`src/design/nls_pkg.sv`:
```
`timescale 1ns / 1ps
// ============================================================================
// nls_pkg
// Shared types and constants of the natural logarithm series unit.
// ============================================================================
package nls_pkg;

  // Fraction bits of the internal series arithmetic.
  localparam int IW = 30;
  // Width of the divider step counter, which counts 0 .. IW-1.
  localparam int STEP_W = $clog2(IW);

  // Width and reset value of the term count register.
  localparam int TERM_W = 12;
  localparam logic [TERM_W-1:0] TERM_RESET = 12'd32;

  // Sequencer states.
  typedef enum logic [2:0] {
    ST_IDLE,   // waiting for an argument
    ST_ZDIV,   // restoring division for |z|
    ST_SQR,    // z^2 on the multiplier
    ST_TLOAD,  // start the next term or finish
    ST_TDIV,   // restoring division of the power by the odd number
    ST_FIN     // convert, saturate and hand over the result
  } nls_state_e;

endpackage

```
`src/design/natural_log_series_unit.sv`:
```
`timescale 1ns / 1ps
// ============================================================================
// natural_log_series_unit
// Fixed-point natural logarithm by the inverse hyperbolic tangent series.
// ============================================================================
//
// The unit takes an unsigned argument x with FRAC_BITS fraction bits on the
// slave stream and returns ln(x) as a signed value with FRAC_BITS fraction
// bits on the master stream. It forms z = (x - 1) / (x + 1) and sums
// 2 * z^(2k+1) / (2k+1) over the number of terms held in the term count
// register (reset value 32, clamped to MAX_TERMS). An argument of zero returns
// zero with the invalid flag set in tuser. All work is done by one restoring
// divider step, used once per cycle, and one 30 by 30 multiplier, under a
// small sequencer, so one request is processed at a time and the slave side
// is not ready while it is at work. For a nonzero argument the divider first
// forms |z| and the multiplier then forms z^2. Each term, up to the clamped
// term count, starts with a load in which the next power is formed on the
// multiplier, and goes on with the division of the current power by the odd
// number on the divider. A zero argument goes straight from idle to the
// final state. The finished result sits in an output register, and the unit
// takes the next request while it waits there; a second result waits in the
// final state until the first is taken. The term count register may only be
// written while the unit is idle.
//
module natural_log_series_unit #(
  parameter int FRAC_BITS = 24,
  parameter int MAX_TERMS = 4095
) (
  input  logic                            clk_i,
  input  logic                            rst_ni,
  // Configuration: term count.
  input  logic                            cfg_we_i,
  input  logic [nls_pkg::TERM_W-1:0]      cfg_wdata_i,
  // Argument stream.
  input  logic                            s_axis_tvalid_i,
  output logic                            s_axis_tready_o,
  input  logic [31:0]                     s_axis_tdata_i,   // [31:0] x_value
  // Result stream.
  output logic                            m_axis_tvalid_o,
  input  logic                            m_axis_tready_i,
  output logic signed [31:0]              m_axis_tdata_o,   // [31:0] log_value
  output logic                            m_axis_tuser_o    // [0] invalid
);

  localparam int IW     = nls_pkg::IW;
  // Width that holds x + one.
  localparam int ARG_W  = ((FRAC_BITS >= 32) ? FRAC_BITS : 32) + 1;
  // Term counter width; it must hold the clamped term count itself.
  localparam int CNT_W  = $clog2(MAX_TERMS + 1);
  // Divisor and remainder width, covering both x + one and 2k + 1.
  localparam int DEN_W  = (ARG_W > CNT_W + 1) ? ARG_W : CNT_W + 1;
  // Every term is below 2^IW, and there are fewer than 2^CNT_W of them.
  localparam int SUM_W  = IW + CNT_W;
  // Output conversion shifts.
  localparam int SH_R   = (FRAC_BITS < IW) ? IW - FRAC_BITS : 0;
  localparam int SH_L   = (FRAC_BITS >= IW) ? FRAC_BITS - IW : 0;
  localparam int MAG_W  = SUM_W + SH_L + 2;
  localparam int HALF_POS = (SH_R > 0) ? SH_R - 1 : 0;
  localparam logic [MAG_W-1:0] HALF =
    (SH_R > 0) ? (MAG_W'(1) << HALF_POS) : '0;
  localparam logic [MAG_W-1:0] POS_LIM = MAG_W'(64'h0000_0000_7FFF_FFFF);
  localparam logic [MAG_W-1:0] NEG_LIM = MAG_W'(64'h0000_0000_8000_0000);
  localparam logic [ARG_W-1:0] ONE = ARG_W'(1) << FRAC_BITS;
  localparam logic [nls_pkg::STEP_W-1:0] LAST_STEP = nls_pkg::STEP_W'(IW - 1);

  nls_pkg::nls_state_e state_q, state_d;

  logic [nls_pkg::TERM_W-1:0] term_count_q;
  logic [DEN_W-1:0]           rem_q, rem_d;
  logic [DEN_W-1:0]           den_q, den_d;
  logic [IW-1:0]              quo_q, quo_d;
  logic [nls_pkg::STEP_W-1:0] step_q, step_d;
  logic [IW-1:0]              pw_q, pw_d;
  logic [IW-1:0]              z2_q, z2_d;
  logic [CNT_W-1:0]           k_q, k_d;
  logic [SUM_W-1:0]           sum_q, sum_d;
  logic                       neg_q, neg_d;
  logic                       inv_q, inv_d;
  logic                       out_valid_q, out_valid_d;
  logic signed [31:0]         out_data_q, out_data_d;
  logic                       out_inv_q, out_inv_d;

  logic                       s_fire;
  logic                       slot_free;
  logic                       last_step;
  logic                       terms_done;
  logic [CNT_W-1:0]           n_terms;

  // Argument preparation.
  logic [ARG_W-1:0]           x_ext;
  logic                       x_below_one;
  logic [ARG_W-1:0]           z_num;
  logic [ARG_W-1:0]           z_den;

  // Shared divider step.
  logic [DEN_W:0]             div_trial;
  logic [DEN_W:0]             div_diff;
  logic                       div_take;
  logic [DEN_W-1:0]           div_rem;
  logic [IW-1:0]              div_quo;

  // Shared multiplier.
  logic [IW-1:0]              mul_b;
  logic [2*IW-1:0]            mul_p;

  // Output conversion.
  logic [MAG_W-1:0]           mag_full;
  logic [MAG_W-1:0]           mag_sat;
  logic [31:0]                mag32;

  assign s_axis_tready_o = (state_q == nls_pkg::ST_IDLE);
  assign s_fire          = s_axis_tvalid_i && s_axis_tready_o;
  assign slot_free       = !out_valid_q || m_axis_tready_i;
  assign last_step       = (step_q == LAST_STEP);

  assign m_axis_tvalid_o = out_valid_q;
  assign m_axis_tdata_o  = out_data_q;
  assign m_axis_tuser_o  = out_inv_q;

  // The register is 12 bits wide, so the clamp is only active when MAX_TERMS
  // is below 4095.
  assign n_terms = (32'(term_count_q) > 32'(MAX_TERMS)) ? CNT_W'(MAX_TERMS)
                                                        : CNT_W'(term_count_q);
  assign terms_done = (k_q == n_terms);

  assign x_ext       = ARG_W'(s_axis_tdata_i);
  assign x_below_one = (x_ext < ONE);
  assign z_num       = x_below_one ? (ONE - x_ext) : (x_ext - ONE);
  assign z_den       = x_ext + ONE;

  // One restoring division step. The quotient register doubles as the
  // dividend shift register: for |z| it starts at zero and the remainder
  // starts at the numerator, for a term the remainder starts at zero and
  // the power is shifted in from the top.
  assign div_trial = {rem_q, quo_q[IW-1]};
  assign div_diff  = div_trial - {1'b0, den_q};
  assign div_take  = !div_diff[DEN_W];
  assign div_rem   = div_take ? div_diff[DEN_W-1:0] : div_trial[DEN_W-1:0];
  assign div_quo   = {quo_q[IW-2:0], div_take};

  // The power register holds |z| while z^2 is formed.
  assign mul_b = (state_q == nls_pkg::ST_SQR) ? pw_q : z2_q;
  assign mul_p = pw_q * mul_b;

  // Double the sum, rescale to FRAC_BITS with round half up, then saturate
  // toward the representable range of the signed result.
  assign mag_full = ((MAG_W'(sum_q) << (SH_L + 1)) + HALF) >> SH_R;
  always_comb begin
    if (neg_q) begin
      mag_sat = (mag_full > NEG_LIM) ? NEG_LIM : mag_full;
    end else begin
      mag_sat = (mag_full > POS_LIM) ? POS_LIM : mag_full;
    end
  end
  assign mag32 = mag_sat[31:0];

  // Next state.
  always_comb begin
    state_d = state_q;
    unique case (state_q)
      nls_pkg::ST_IDLE: begin
        if (s_fire) begin
          state_d = (s_axis_tdata_i == 32'd0) ? nls_pkg::ST_FIN : nls_pkg::ST_ZDIV;
        end
      end
      nls_pkg::ST_ZDIV: begin
        if (last_step) begin
          state_d = nls_pkg::ST_SQR;
        end
      end
      nls_pkg::ST_SQR: begin
        state_d = nls_pkg::ST_TLOAD;
      end
      nls_pkg::ST_TLOAD: begin
        state_d = terms_done ? nls_pkg::ST_FIN : nls_pkg::ST_TDIV;
      end
      nls_pkg::ST_TDIV: begin
        if (last_step) begin
          state_d = nls_pkg::ST_TLOAD;
        end
      end
      nls_pkg::ST_FIN: begin
        if (slot_free) begin
          state_d = nls_pkg::ST_IDLE;
        end
      end
      default: state_d = nls_pkg::ST_IDLE;
    endcase
  end

  // Datapath control.
  always_comb begin
    rem_d       = rem_q;
    den_d       = den_q;
    quo_d       = quo_q;
    step_d      = step_q;
    pw_d        = pw_q;
    z2_d        = z2_q;
    k_d         = k_q;
    sum_d       = sum_q;
    neg_d       = neg_q;
    inv_d       = inv_q;
    out_data_d  = out_data_q;
    out_inv_d   = out_inv_q;
    out_valid_d = out_valid_q && !m_axis_tready_i;
    unique case (state_q)
      nls_pkg::ST_IDLE: begin
        if (s_fire) begin
          rem_d  = DEN_W'(z_num);
          den_d  = DEN_W'(z_den);
          quo_d  = '0;
          step_d = '0;
          sum_d  = '0;
          neg_d  = x_below_one;
          inv_d  = (s_axis_tdata_i == 32'd0);
        end
      end
      nls_pkg::ST_ZDIV: begin
        rem_d  = div_rem;
        quo_d  = div_quo;
        step_d = step_q + 1'b1;
        if (last_step) begin
          pw_d = div_quo;
        end
      end
      nls_pkg::ST_SQR: begin
        z2_d = mul_p[2*IW-1:IW];
        k_d  = '0;
      end
      nls_pkg::ST_TLOAD: begin
        if (!terms_done) begin
          rem_d  = '0;
          quo_d  = pw_q;
          den_d  = DEN_W'({k_q, 1'b1});
          step_d = '0;
          pw_d   = mul_p[2*IW-1:IW];
        end
      end
      nls_pkg::ST_TDIV: begin
        rem_d  = div_rem;
        quo_d  = div_quo;
        step_d = step_q + 1'b1;
        if (last_step) begin
          sum_d = sum_q + SUM_W'(div_quo);
          k_d   = k_q + 1'b1;
        end
      end
      nls_pkg::ST_FIN: begin
        if (slot_free) begin
          out_valid_d = 1'b1;
          out_inv_d   = inv_q;
          if (inv_q) begin
            out_data_d = '0;
          end else if (neg_q) begin
            out_data_d = $signed(32'd0 - mag32);
          end else begin
            out_data_d = $signed(mag32);
          end
        end
      end
      default: begin
        out_valid_d = out_valid_q && !m_axis_tready_i;
      end
    endcase
  end

  // Control registers.
  always_ff @(posedge clk_i or negedge rst_ni) begin
    if (!rst_ni) begin
      state_q      <= nls_pkg::ST_IDLE;
      out_valid_q  <= 1'b0;
      term_count_q <= nls_pkg::TERM_RESET;
    end else begin
      state_q     <= state_d;
      out_valid_q <= out_valid_d;
      if (cfg_we_i) begin
        term_count_q <= cfg_wdata_i;
      end
    end
  end

  // Payload registers.
  always_ff @(posedge clk_i) begin
    rem_q      <= rem_d;
    den_q      <= den_d;
    quo_q      <= quo_d;
    step_q     <= step_d;
    pw_q       <= pw_d;
    z2_q       <= z2_d;
    k_q        <= k_d;
    sum_q      <= sum_d;
    neg_q      <= neg_d;
    inv_q      <= inv_d;
    out_data_q <= out_data_d;
    out_inv_q  <= out_inv_d;
  end

endmodule

```
`config.mk`:
```
export PLATFORM = sky130hd
export DESIGN_NAME = natural_log_series_unit
export DESIGN_NICKNAME = d
export VERILOG_FILES = /design/src/design/nls_pkg.sv /design/src/design/natural_log_series_unit.sv
export SDC_FILE = /design/constraint.sdc
export NUM_CORES = 2
export LEC_CHECK = 0
export ABC_AREA = 1
export ABC_CLOCK_PERIOD_IN_PS = 8400
export BUFFER_PORTS_ARGS = -buffer_cell sky130_fd_sc_hd__buf_2
export CAP_MARGIN = 10
export CORE_MARGIN = 5
export CORE_UTILIZATION = 30
export DETAILED_ROUTE_END_ITERATION = 7
export GPL_TIMING_DRIVEN = 0
export MAX_ROUTING_LAYER = met4
export PLACE_DENSITY = 0.44
export SLEW_MARGIN = 0
export SYNTH_ARGS = -nofsm -noshare
export SYNTH_HDL_FRONTEND = slang
export SYNTH_SLANG_ARGS = --single-unit
export TNS_END_PERCENT = 5
```
`constraint.sdc`:
```
create_clock -name clk_i -period 8.4 [get_ports clk_i]
set_clock_uncertainty 0.2 [all_clocks]
set_input_delay 0.84 -clock clk_i [delete_from_list [all_inputs] [get_ports clk_i]]
set_output_delay 0.84 -clock clk_i [all_outputs]
set_load 0.02 [all_outputs]
```
Yosys cells after proc, flatten, opt, wreduce, memory -nomap -nowiden
Index checks and enable logic that the tools add are counted.

storage, ports and cells
  bits in registers = 266
  output and inout bits = 35
  logic and storage cells = 98
  input port bits = 49

operators by class
  muxes and demuxes = 36
  $add $sub $neg = 9
  equality and inequality tests = 12
  multiply operators = 1
  magnitude comparators = 3
  reductions and logical operators = 22

operators with widths
  cell                      number
  $mux W33                  6
  $mux W30                  5
  $mux W32                  4
  $pmux W33 S3              1
  $pmux W30 S3              1
  $mux W42                  2
  $pmux W42 S2              1
  $pmux W33 S2              1
  $mul A30 B30 Y60          1
  $pmux W30 S2              1
  $add A43 B6 Y44 const B   1
  $add A42 B30 Y42          1
  $gt A38 B31 Y1 const B    1
  $gt A38 B32 Y1 const B    1
  $sub A34 B33 Y34          1
  $add A32 B25 Y33 const B  1
  $sub A25 B32 Y33 const A  1
  $sub A32 B25 Y33 const B  1
  $logic_not A32 Y1         1
  $lt A32 B25 Y1 const B    1
  $sub A1 B32 Y32 const A   1
  $pmux W12 S2              1
  $pmux W3 S6               1
  $mux W3                   5
  23 further kinds          42

Logic depth before layout (Yosys ltp)
  depth in word-level cells = 6
  depth in mapped cells = 42
  depth with buffers taken out = 40

Worst setup path after synthesis
OpenSTA, ideal clock, no wires.

  kind = reg2reg
  start point = reg state_q[2]
  end point = reg pw_q[22] (data pin)
  clock period less this slack = 8.962 ns
  setup time = 0.265 ns
  buffers on the path = 2
  stages on the path, launching flop included = 32
  path slack = -0.562 ns
  arrival time = 8.497 ns
  required time = 7.935 ns
  cells stage by stage = dfrtp_1 > nor2_1 > nand2_1 > inv_1 > clkbuf_1 > or2_2 > o21ai_0 > clkinv_1 > clkbuf_1 > nand2_1 > fa_1 > fa_1 > inv_1 > fa_1 > fa_1 > fa_1 > fa_1 > fa_1 > inv_1 > fa_1 > inv_1 > ha_1 > nand2_1 > nor2_1 > a21oi_1 > o221ai_1 > o21bai_1 > a21boi_0 > o21ai_0 > xor2_1 > nand2_1 > o21ai_0

between the ends
  longest elaborated chain between the ends = 5
  elaborated cells on any way between the ends = 7
  those cells by class = mul (1); eq/ne (3); mux (3)

RTL lines
  item                      line                            RTL
  start: declaration        natural_log_series_unit.sv:66   nls_pkg::nls_state_e state_q, state_d;
  start signal: assignment  natural_log_series_unit.sv:270  state_q <= nls_pkg::ST_IDLE;
  start signal: assignment  natural_log_series_unit.sv:274  state_q <= state_d;
  $eq A3 B2 Y1              natural_log_series_unit.sv:142  assign mul_b = (state_q == nls_pkg::ST_SQR) ? pw_q : z2_q;
  $mux W30                  natural_log_series_unit.sv:142
  $mul A30 B30 Y60          natural_log_series_unit.sv:143  assign mul_p = pw_q * mul_b;
  via mul_p[52]             natural_log_series_unit.sv:104  logic [2*IW-1:0] mul_p;
  $mux W30                  natural_log_series_unit.sv:231  if (!terms_done) begin
  $pmux W30 S2              natural_log_series_unit.sv:206  unique case (state_q)
  via pw_d[22]              natural_log_series_unit.sv:73   logic [IW-1:0] pw_q, pw_d;
  end signal: assignment    natural_log_series_unit.sv:288  pw_q <= pw_d;
  end: declaration          natural_log_series_unit.sv:73

The timed path passes the listed nets, and every way through them passes these cells. The select of a mux whose other input is x is not followed.
A chain may end at the register's enable or synchronous reset.

Final worst setup path
  start point = reg state_q[1]
  end point = reg pw_q[17] (data pin)

Same word-level chain as after synthesis.

==> reports/qor.yml <==
run_status:
  outcome: "finished, violations left"
  violations: "negative setup slack"
worst_setup_path:
  slowest_stage: "fa_2"
  crit_path_end_kind: "flop"
  r2r_start: "state_q[1]"
  crit_path_max_incr_delay_ns: 0.60
  path_common_cell: "fa_1"
  crit_required_ns: 8.58
  crit_path_start: "state_q[1]"
  cp-start-kind: "flop"
  worstPathMaxFanout: 6
  crit_arrival_ns: 8.82
  worst-setup-path-type: "flop to flop"
sta:
  finalMaxSlewViolations: 0
  setup_slack_ns: -0.2429
  setup_viol: 41
  tightest_slew_ns: 1.208
  rsz0062_at_grt: "true"
  period_needed_ns: 8.643
  relSlewSlack_pct: 19.45
  finalHoldViolCount: 0
  fmax_mhz: 115.7
  min_period_over_period_pct: 102.9
grt:
  grt_busiest_layer: "met2"
  grt_overflow: 0
  grt_usage_pct: 23.54
  grt_pass1_vias: 41199
  met2_usage_pct: 36.86
  use_met3_pct: 4.361
  grt_pass1_wl_um: 275800
  antenna_found_initial: 2
  grt_max_degree: 31
  grtUsageMet1_pct: 30.70
logic_synthesis:
  synth_flop_cell: "edfxtp_1"
  synthCells: 5756
  synth_async_sr_flop_share_pct: 6.015
  synth_area_sq_mm: 0.04638
  synth.net_count: 6904
  yosysSeqAreaShare_pct: 17.05
  ys_warn_count: 0
  synth.distinct_cells: 55
  synth.avg_cell_area_sq_um: 8.058
  synth-edff-count: 250
  ys_ff_latch: 266
hold_path:
  hp-class: "input port to flop"
  hp-start: "cfg_wdata_i[11]"
route:
  num_vias: 39895
  routedWlPerCell_um: 23.29
  post-route-drc-count: 0
  dr.pass1.iters: 8
  viasPerCell: 4.930
  drt-initial-drc-count: 3213
  wl_um: 188500
  final_antenna_net_count: 0
placement:
  port_buffers: 83
  dp_cells: 7903
  place_hpwl_um: 154800
  gp_congestion: 1.011
finish:
  layoutNonFillerInstCount: 8093
  area_delta_synth_final_pct: 17.30
  nets: 7170
  layout_commonest_cell: "inv_1"
  n_fill_cell: 16309
  most-common-layout-cells: "inv_1, nand2_1, nor2_1"
  drive_above_1_share_pct: 12.88
  seqCellArea_sq_mm: 0.007909
  multiInputGateArea_sq_mm: 0.03466
clock_tree:
  cts_buffers: 31
  clk_latency_ns: 0.63
  cts_buffer_depth: 3
  root_buffer: "clkbuf_16"
  htree_levels: 1
  clk_pin_slew_ns: 0.06
  cts_tree: "yes"
  cts_sinks: 266
die:
  die_x_um: 403.2
  die_y_um: 403.2
  io-pin-count: 84
  core_sq_mm: 0.1539
  num_rows: 144
  die_area_sq_mm: 0.1626
  start_util_pct: 30.15
job:
  maxCapViolations: 0
## Yosys cell counts, drive strengths merged, types with 2 or more instances
master / instances / area, sq um
or2: 19 / 118.9
nor3: 35 / 175.2
nand2: 1078 / 4131
clkinv: 22 / 82.58
o221ai: 5 / 43.79
o21a: 24 / 180.2
nand4: 30 / 187.7
nor3b: 2 / 15.01
a221oi: 2 / 17.52
inv: 1209 / 4538
mux2: 2 / 22.52
edfxtp: 250 / 7507
nand3b: 2 / 15.01
xor2: 52 / 455.4
nor2: 866 / 3368
a21o: 9 / 67.56
fa: 781 / 15640
o211ai: 22 / 165.2
o21ai: 269 / 1350
dfrtp: 15 / 375.4
o21bai: 17 / 131.4
nor4: 11 / 68.82
a21boi: 17 / 127.6
a211oi: 3 / 22.52
o22ai: 26 / 162.7
nand3: 150 / 838.3
a21oi: 251 / 1256
ha: 318 / 3979
clkbuf: 189 / 709.4
xnor2: 29 / 254.0
a31oi: 26 / 162.7
buf: 16 / 122.6
o211a: 2 / 20.02
## worst paths after layout
check                                   to  slack (ns)  depth (start not counted)
setup reg to reg                  pw_q[17]       -0.24                         33
setup / recovery                  pw_q[17]       -0.24                         33
min in group asynchronous  m_axis_tvalid_o        0.48                          2
hold / removal                 n_terms[11]        0.23                          3
hold reg to reg                 n_terms[5]        0.31                          2
max in group asynchronous       n_terms[5]        7.19                          2
## worst max-delay path, delay by kind of cell, from the launching register on
family | cells | cell delay, ns
xor gates and xnor gates | 1 | 0.17
and+or+nand+nor | 9 | 0.99
AOI/OAI and AO/OA | 5 | 1.04
DFF | 1 | 0.40
buffers and inverters | 9 | 1.17
adders and majority gates | 9 | 4.40
## sequential cells by signal, indices dropped and copies added (netlist names), 30 cells and up
signal	flops
z2_q	30
m_axis_tdata_o	32
quo_q	30
den_q	33
sum_q	42
rem_q	33
pw_q	30
## kinds of logic (layout without fill, tap and decap cells)
| group | Yosys count | in the layout | share of synthesized area [%] |
|---|---|---|---|
| multiplexers | 2 | 2 | 0.04855 |
| adder cells (fa/ha/maj) | 1099 | 1099 | 42.29 |
| buffers and inverters | 1436 | 1726 | 11.76 |
| other | 0 | 3 | 0 |
| flip-flops | 266 | 266 | 17.05 |
| XOR/XNOR | 81 | 81 | 1.529 |
| AND/OR/NAND/NOR | 2194 | 2194 | 19.24 |
| AO/OA/AOI/OAI | 678 | 678 | 8.090 |
## layer usage
metal  up-vias  wire (um)
met3       302      14140
li1      18127          -
met4         0       8632
met2      1357      85030
met1     20109      80700
met5         -          0
## metrics by stage
| stage | util [%] | area (sq um) | setup TNS [ns] | setup WS (ns) | hold slack (ns) |
|---|---|---|---|---|---|
| global placement | 32.08 | 49360 | -236.47 | -3.830 | 0.2862 |
| global route | 35.36 | 54410 | -14.45 | -0.4487 | 0.2045 |
| finish | 35.36 | 54410 | -4.774 | -0.2429 | 0.2325 |
| floorplan | - | 46390 | -0.0008358 | -0.0008358 | 0.2697 |
| CTS | 35.12 | 54040 | -2.658 | -0.1732 | 0.1925 |
| detailed placement | 32.38 | 49820 | -169.63 | -3.579 | 0.2989 |
## layout make-up
type	instances	area share, %
Antenna cell	3	0.01380
Buffer	194	2.654
Clock buffer	36	1.460
Clock inverter	21	0.3863
Inverter	1231	8.656
Multi-Input combinational cell	4054	63.70
Sequential cell	266	14.54
Tap cell	2044	4.700
Timing Repair Buffer	244	3.891
## repair_timing
action	in CTS	in global routing
gates cloned	4	0
setup endpoints to repair	60	58
hold buffers	1	0
buffers inserted	133	4
gates resized for setup	578	94
hold endpoints to repair	15	0
pin swaps	171	45
Power is not shown: default switching activity piles up to over one toggle a cycle in this logic, so the estimate is an artifact.
